`src/design/byte_ent_pkg.sv`:
```
// Shared constants, types and state codes for the byte entropy estimator.
package byte_ent_pkg;

  localparam int COUNT_BITS = 24;
  localparam int FRAC_BITS  = 16;
  localparam int NUM_BINS   = 256;
  localparam int BIN_BITS   = 8;
  localparam int LOG_FRAC   = 32;

  localparam int ENT_BITS    = FRAC_BITS + 4;
  localparam int EXP_BITS    = $clog2(COUNT_BITS);
  localparam int LOG_BITS    = EXP_BITS + LOG_FRAC;
  localparam int ACC_BITS    = COUNT_BITS + LOG_BITS;
  localparam int MUL_BITS    = (COUNT_BITS > 32) ? COUNT_BITS : 32;
  localparam int LG_CNT_BITS = $clog2(LOG_FRAC);
  localparam int ROUND_SHIFT = LOG_FRAC - FRAC_BITS;

  typedef enum logic [3:0] {
    ST_IDLE,
    ST_UPD,
    ST_LG_INIT,
    ST_LG_SQ,
    ST_LG_BIT,
    ST_BIN_RD,
    ST_BIN_CHK,
    ST_MUL_LO,
    ST_MUL_HI,
    ST_MUL_ACC,
    ST_DIV_GO,
    ST_DIV,
    ST_FIN,
    ST_OUT
  } state_t;

  // Control between the sequencer and the divider.
  typedef struct packed {
    logic start;
  } div_req_t;

  typedef struct packed {
    logic done;
  } div_rsp_t;

endpackage

```
`src/design/byte_ent_div.sv`:
```
// Restoring divider, one quotient bit per cycle.
module byte_ent_div import byte_ent_pkg::*; (
  input  logic                  clk,
  input  logic                  rst,
  input  div_req_t              req,
  input  logic [ACC_BITS-1:0]   dividend,
  input  logic [COUNT_BITS-1:0] divisor,
  output div_rsp_t              rsp,
  output logic [ACC_BITS-1:0]   quotient
);

  localparam int CNT_BITS = $clog2(ACC_BITS + 1);

  logic [ACC_BITS-1:0]   num;
  logic [COUNT_BITS:0]   rem;
  logic [CNT_BITS-1:0]   cnt;
  logic                  busy;
  logic [COUNT_BITS+1:0] trial;
  logic [COUNT_BITS:0]   shifted;

  // One shift and trial subtract per cycle.
  always_comb begin
    shifted = {rem[COUNT_BITS-1:0], num[ACC_BITS-1]};
    trial   = {1'b0, shifted} - {2'b00, divisor};
  end

  always_ff @(posedge clk) begin
    if (rst) begin
      busy     <= 1'b0;
      rsp.done <= 1'b0;
      cnt      <= '0;
    end else begin
      rsp.done <= 1'b0;
      if (req.start) begin
        busy <= 1'b1;
        cnt  <= CNT_BITS'(ACC_BITS);
      end else if (busy) begin
        cnt <= cnt - 1'b1;
        if (cnt == CNT_BITS'(1)) begin
          busy     <= 1'b0;
          rsp.done <= 1'b1;
        end
      end
    end
  end

  always_ff @(posedge clk) begin
    if (req.start) begin
      num      <= dividend;
      rem      <= '0;
      quotient <= '0;
    end else if (busy) begin
      num <= {num[ACC_BITS-2:0], 1'b0};
      if (!trial[COUNT_BITS+1]) begin
        rem      <= trial[COUNT_BITS:0];
        quotient <= {quotient[ACC_BITS-2:0], 1'b1};
      end else begin
        rem      <= shifted;
        quotient <= {quotient[ACC_BITS-2:0], 1'b0};
      end
    end
  end

endmodule

```
`config.mk`:
```
export PLATFORM = sky130hd
export DESIGN_NAME = byte_ent_div
export DESIGN_NICKNAME = d
export VERILOG_FILES = /design/src/design/byte_ent_pkg.sv /design/src/design/byte_ent_div.sv
export SDC_FILE = /design/constraint.sdc
export NUM_CORES = 1
export LEC_CHECK = 0
export CAP_MARGIN = 20
export CORE_UTILIZATION = 65
export CTS_BUF_LIST = sky130_fd_sc_hd__clkbuf_4 sky130_fd_sc_hd__clkbuf_8
export DETAILED_ROUTE_END_ITERATION = 10
export DONT_BUFFER_PORTS = 1
export PLACE_DENSITY = 0.86
export SLEW_MARGIN = 20
export SYNTH_ARGS = -nofsm -noshare
export SYNTH_HDL_FRONTEND = slang
export SYNTH_SLANG_ARGS = --single-unit
```
`constraint.sdc`:
```
create_clock -name clk -period 5.2 [get_ports clk]
set_input_delay 0.78 -clock clk [delete_from_list [all_inputs] [get_ports clk]]
set_output_delay 0.78 -clock clk [all_outputs]
set_load 0.005 [all_outputs]
```
* Word level (Yosys, flattened, before mapping)
Index checks and enable logic that the tools add are counted.
Widths: inputs -> output; s select.
** Cells by class
- $add $sub $neg :: 2
- Equality and inequality tests :: 1
- Mux-type cells :: 10
- Bitwise operators :: 1
- Reduce and logical (&&, ||, !) cells :: 3
** Operators with widths (count)
- $mux 61 :: 2
- $sub 25x24->26 :: 1
- $mux 24 :: 1
- $mux 6 :: 2
- $eq 6x1->1 const B :: 1
- $sub 6x1->6 const B :: 1
- $mux 1 :: 5
- $reduce_or 3->1 :: 1
- $reduce_bool 2->1 :: 1
- $reduce_or 2->1 :: 1
- $not 1->1 :: 1
** Word-level totals
- Register bits :: 154
- Bits of input ports :: 88
- Output and inout port bits :: 62
- Word-level logic and storage cells :: 24

* Depth between registers and ports, before layout
- Word-level depth :: 4
- Depth in mapped cells :: 12
- Gate-level depth less buffers :: 11

* Least setup slack after synthesis
No wires, ideal clock.
- Path type :: input -> register
- Start :: input divisor[1]
- End :: register rem[0]
- Setup time :: 0.086 ns
- Arrival time :: 2.847 ns
- Required time :: 5.114 ns
- Slack :: 2.267 ns
- Stages on the path :: 10
- Path buffers :: 0
- Cells stage by stage :: inv_1 ha_1 nor2b_1 o31a_1 a2111oi_4 nor3_4 nor2_2 o221a_4 mux2_2 a211oi_1
** On the way
- Word-level cells in the longest chain between the ends :: 2
** Ends and longest elaborated chain
- start, declared :: RTL line byte_ent_div.sv:7 : input logic [COUNT_BITS-1:0] divisor,
- $sub 25x24->26 :: RTL line byte_ent_div.sv:24 : trial = {1'b0, shifted} - {2'b00, divisor};
- $mux 24 :: RTL line byte_ent_div.sv:54 : if (!trial[COUNT_BITS+1]) begin
- end signal, assigned :: RTL line byte_ent_div.sv:55 : rem <= trial[COUNT_BITS:0];
- end signal, assigned :: RTL line byte_ent_div.sv:58 : rem <= shifted;
- end, declared :: RTL line byte_ent_div.sv:15 : logic [COUNT_BITS:0] rem;
No other way between the ends.
A chain may end at the register's enable or synchronous reset.

* Worst setup path in the final report
- Start :: input divisor[18]
- End :: register rem[0]
Same word-level chain as after synthesis.

==> impl_metrics.json <==
{
  "via_per_inst": 6.021,
  "finalHoldViolations": 0,
  "portion_of_synthesized_cell_area_occupied_by_the_leading_cell_type_pct": 24.90,
  "crit_path_start_kind": "input pin",
  "antenna_cells_inserted": 0,
  "critPathRequiredTime_ns": 5.56,
  "dr.first_iter.drc_count": 255,
  "irDropWorstVdd_v": 0.0002575,
  "non_filler_instance_count_after_layout": 828,
  "critPathKind": "input pin to flop",
  "global_route.overflow_total": 0,
  "timing.final.max_slew_violations": 0,
  "clockRootBuffer": "sky130_fd_sc_hd__clkbuf_8",
  "crit_fanout": 22,
  "max_clock_freq_mhz": 344.1,
  "grtUsageTotal_pct": 25.27,
  "port-buffer-count": 0,
  "post_cts_resize_count": 0,
  "crit_arrival_ns": 3.27,
  "synth.ff_latch_count": 154,
  "cell_count_after_placement": 795,
  "mapped_cells": 689,
  "number_of_global_route_vias_before_repair": 4855,
  "synth.avg_cell_area_um2": 10.85,
  "pin_count": 150,
  "grt_max_degree": 155,
  "postSynth.asyncResetShare_pct": 0,
  "netlist.top_cell.by_area": "sky130_fd_sc_hd__dfxtp_1",
  "fin_nets": 790,
  "floorplan.die.height_um": 109.2,
  "cts_tree": "built",
  "worstMarginPinSlew_ns": 0.8994,
  "residual_antenna_violating_net_count_after_detailed_routing": 0,
  "ys_dominant_reg_cell": "sky130_fd_sc_hd__dfxtp_1",
  "status": "finished, final reports clean",
  "layout_cell_share_with_drive_strength_beyond_1_pct": 17.15,
  "floorplan.initialDensity_pct": 67.77,
  "synth_to_final_area_change_pct": 5.607,
  "postCtsSetupRepairBufs": 0,
  "synth_enable_flop_cells": 61,
  "finalWirelength_mm": 14.63,
  "std_cell_rows": 38,
  "setup-violations-final": 0,
  "routabilityCongestion": 0.9143,
  "clock_sinks": 154,
  "grt_antenna_before_repair": 1,
  "synth_area_mm2": 0.007476,
  "synth_cell_types": 57,
  "period_minus_slack_ns": 2.906,
  "hold_path.class": "input pin to flop",
  "cts.clk_slew.worst_paths_ns": 0.08,
  "post-route-period-util_pct": 55.89,
  "rsz_0062_raised_after_global_routing": "no",
  "cts_hold_repair.buffers": 0,
  "synth-warning-count": 0,
  "clkLatencyLatePin_ns": 0.45,
  "die-area_mm2": 0.01193,
  "longest_clk_path_bufs": 2,
  "timing.clock.skew_ns": 0.01005,
  "grt_first_pass_wirelength_mm": 22.91,
  "synth_top_area_cells": "sky130_fd_sc_hd__dfxtp_1 (25%), sky130_fd_sc_hd__edfxtp_1 (25%), sky130_fd_sc_hd__mux2_2 (9.2%)",
  "hpwlAfterDp_mm": 9.884,
  "dr_total_vias": 4985,
  "core_area_mm2": 0.01103,
  "total_of_max_cap_violations": 0,
  "die_w_um": 109.2,
  "drt_pass1_iterations": 5,
  "p_leak_uw": 0.003084,
  "synth-seq-area-share_pct": 49.41,
  "power-per-cell-area_mw_per_mm2": 327.8,
  "drc": 0,
  "worst_setup_path_end_kind": "flop",
  "numCtsBuffers": 17,
  "post_drt_wl_per_cell_um": 17.67,
  "worst_hold_slack_ns": 0.3916,
  "syn-num-nets": 804,
  "tns_ns": 0,
  "worst_slew_margin_rel_pct": 40.04,
  "cts_htree_levels": 4
}
-- per-stage QoR --
stage / instance area (um^2) / power (uW) / util, % / setup slack [ns]
finish: 7895 / 2588 / 71.57 / 2.294
CTS: 7884 / 2599 / 71.47 / 2.207
floorplan: 7476 / 1721 / - / 2.267
detailed placement: 7520 / 1767 / 68.17 / 1.761
global placement: 7520 / 1748 / 68.17 / 1.876
global route: 7895 / 2694 / 71.57 / 2.071
-- routing by layer --
metal	global-route usage [%]	vias up	wire, um
li1	-	2431	-
met1	29.33	2355	5915
met2	42.45	166	7227
met3	9.683	31	1207
met4	9.143	2	269
met5	0	-	13
-- path summary, 6_finish.rpt --
path	startpoint	end	slack, ns	cells after the start
setup reg to reg	rem[0]$_SDFFE_PP0P_	rem[0]$_SDFFE_PP0P_	2.31	9
hold / removal	rst	busy$_SDFF_PP0_	0.39	1
hold reg to reg	rem[23]$_SDFFE_PP0P_	rem[23]$_SDFFE_PP0P_	0.51	2
setup / recovery	divisor[18]	rem[0]$_SDFFE_PP0P_	2.29	10
-- placed cells by master, fill, tap and decap left out, types with 12 or more instances in the layout --
cell / count
sky130_fd_sc_hd__mux2_2: 61
sky130_fd_sc_hd__nor2_1: 101
sky130_fd_sc_hd__edfxtp_1: 61
sky130_fd_sc_hd__inv_1: 35
sky130_fd_sc_hd__nand2_1: 45
sky130_fd_sc_hd__a21oi_1: 27
sky130_fd_sc_hd__xnor2_1: 14
sky130_fd_sc_hd__dfxtp_1: 92
sky130_fd_sc_hd__a311oi_2: 12
sky130_fd_sc_hd__mux2i_1: 60
sky130_fd_sc_hd__ha_1: 26
sky130_fd_sc_hd__clkbuf_8: 18
-- kinds of logic (layout without fill, tap and decap cells) --
kind of cell	after synthesis	in the layout	synth area share, %
buf+inv	71	70	3.766
xor+xnor	23	23	2.695
flops	154	154	49.41
simple gates	198	198	11.67
mux	121	121	17.22
fa+ha+maj	27	27	4.619
compound gates	95	95	10.63
-- cell usage after synthesis, types with 3 or more instances --
cell type,number
sky130_fd_sc_hd__o21ai_0,6
sky130_fd_sc_hd__edfxtp_1,61
sky130_fd_sc_hd__nand3_1,9
sky130_fd_sc_hd__nand2b_1,4
sky130_fd_sc_hd__ha_1,26
sky130_fd_sc_hd__buf_2,3
sky130_fd_sc_hd__a31oi_1,4
sky130_fd_sc_hd__o21a_1,6
sky130_fd_sc_hd__and3_1,6
sky130_fd_sc_hd__o31ai_1,3
sky130_fd_sc_hd__a311oi_1,3
sky130_fd_sc_hd__a21oi_1,27
sky130_fd_sc_hd__a311oi_2,12
sky130_fd_sc_hd__dfxtp_1,93
sky130_fd_sc_hd__or3_1,3
sky130_fd_sc_hd__nor3b_1,4
sky130_fd_sc_hd__nor2b_1,5
sky130_fd_sc_hd__nand2_1,45
sky130_fd_sc_hd__clkbuf_1,18
sky130_fd_sc_hd__mux2i_1,60
sky130_fd_sc_hd__nor3_1,9
sky130_fd_sc_hd__o21ai_1,3
sky130_fd_sc_hd__a21o_1,6
sky130_fd_sc_hd__xnor2_1,14
sky130_fd_sc_hd__xor2_1,9
sky130_fd_sc_hd__nor2_2,3
sky130_fd_sc_hd__nor2_1,101
sky130_fd_sc_hd__a211oi_1,4
sky130_fd_sc_hd__mux2_2,61
sky130_fd_sc_hd__buf_1,13
sky130_fd_sc_hd__inv_1,35
-- worst max-delay path, stage by stage --
cell and delay (ns):
sky130_fd_sc_hd__inv_1 0.02, sky130_fd_sc_hd__ha_1 0.35, sky130_fd_sc_hd__a21oi_1 0.16, sky130_fd_sc_hd__nor2b_1 0.05, sky130_fd_sc_hd__o21ai_1 0.13, sky130_fd_sc_hd__nand2b_1 0.10, sky130_fd_sc_hd__a221oi_1 0.58, sky130_fd_sc_hd__o221a_4 0.49
sky130_fd_sc_hd__mux2_2 0.37, sky130_fd_sc_hd__a211oi_1 0.24
-- final cells by class --
cell class	instances	area, um^2
clock buffers	21	270.3
clock inverters	11	93.84
fillers	760	3136
inverters	35	131.4
multi-input cells	464	3501
flip-flops and latches	154	3697
well taps	140	175.2
repair buffers	3	26.28
-- power breakdown --
part           internal, uW  switching, uW
clock network           404            437
registers              1340           44.8
logic                   169            194
total                  1910            676
-- flip-flops by register name (all words and copies together) (netlist names) --
register  flops
busy          1
cnt           6
num          61
quotient     61
rem          24
rsp           1
(Power assumes the default switching activity.)
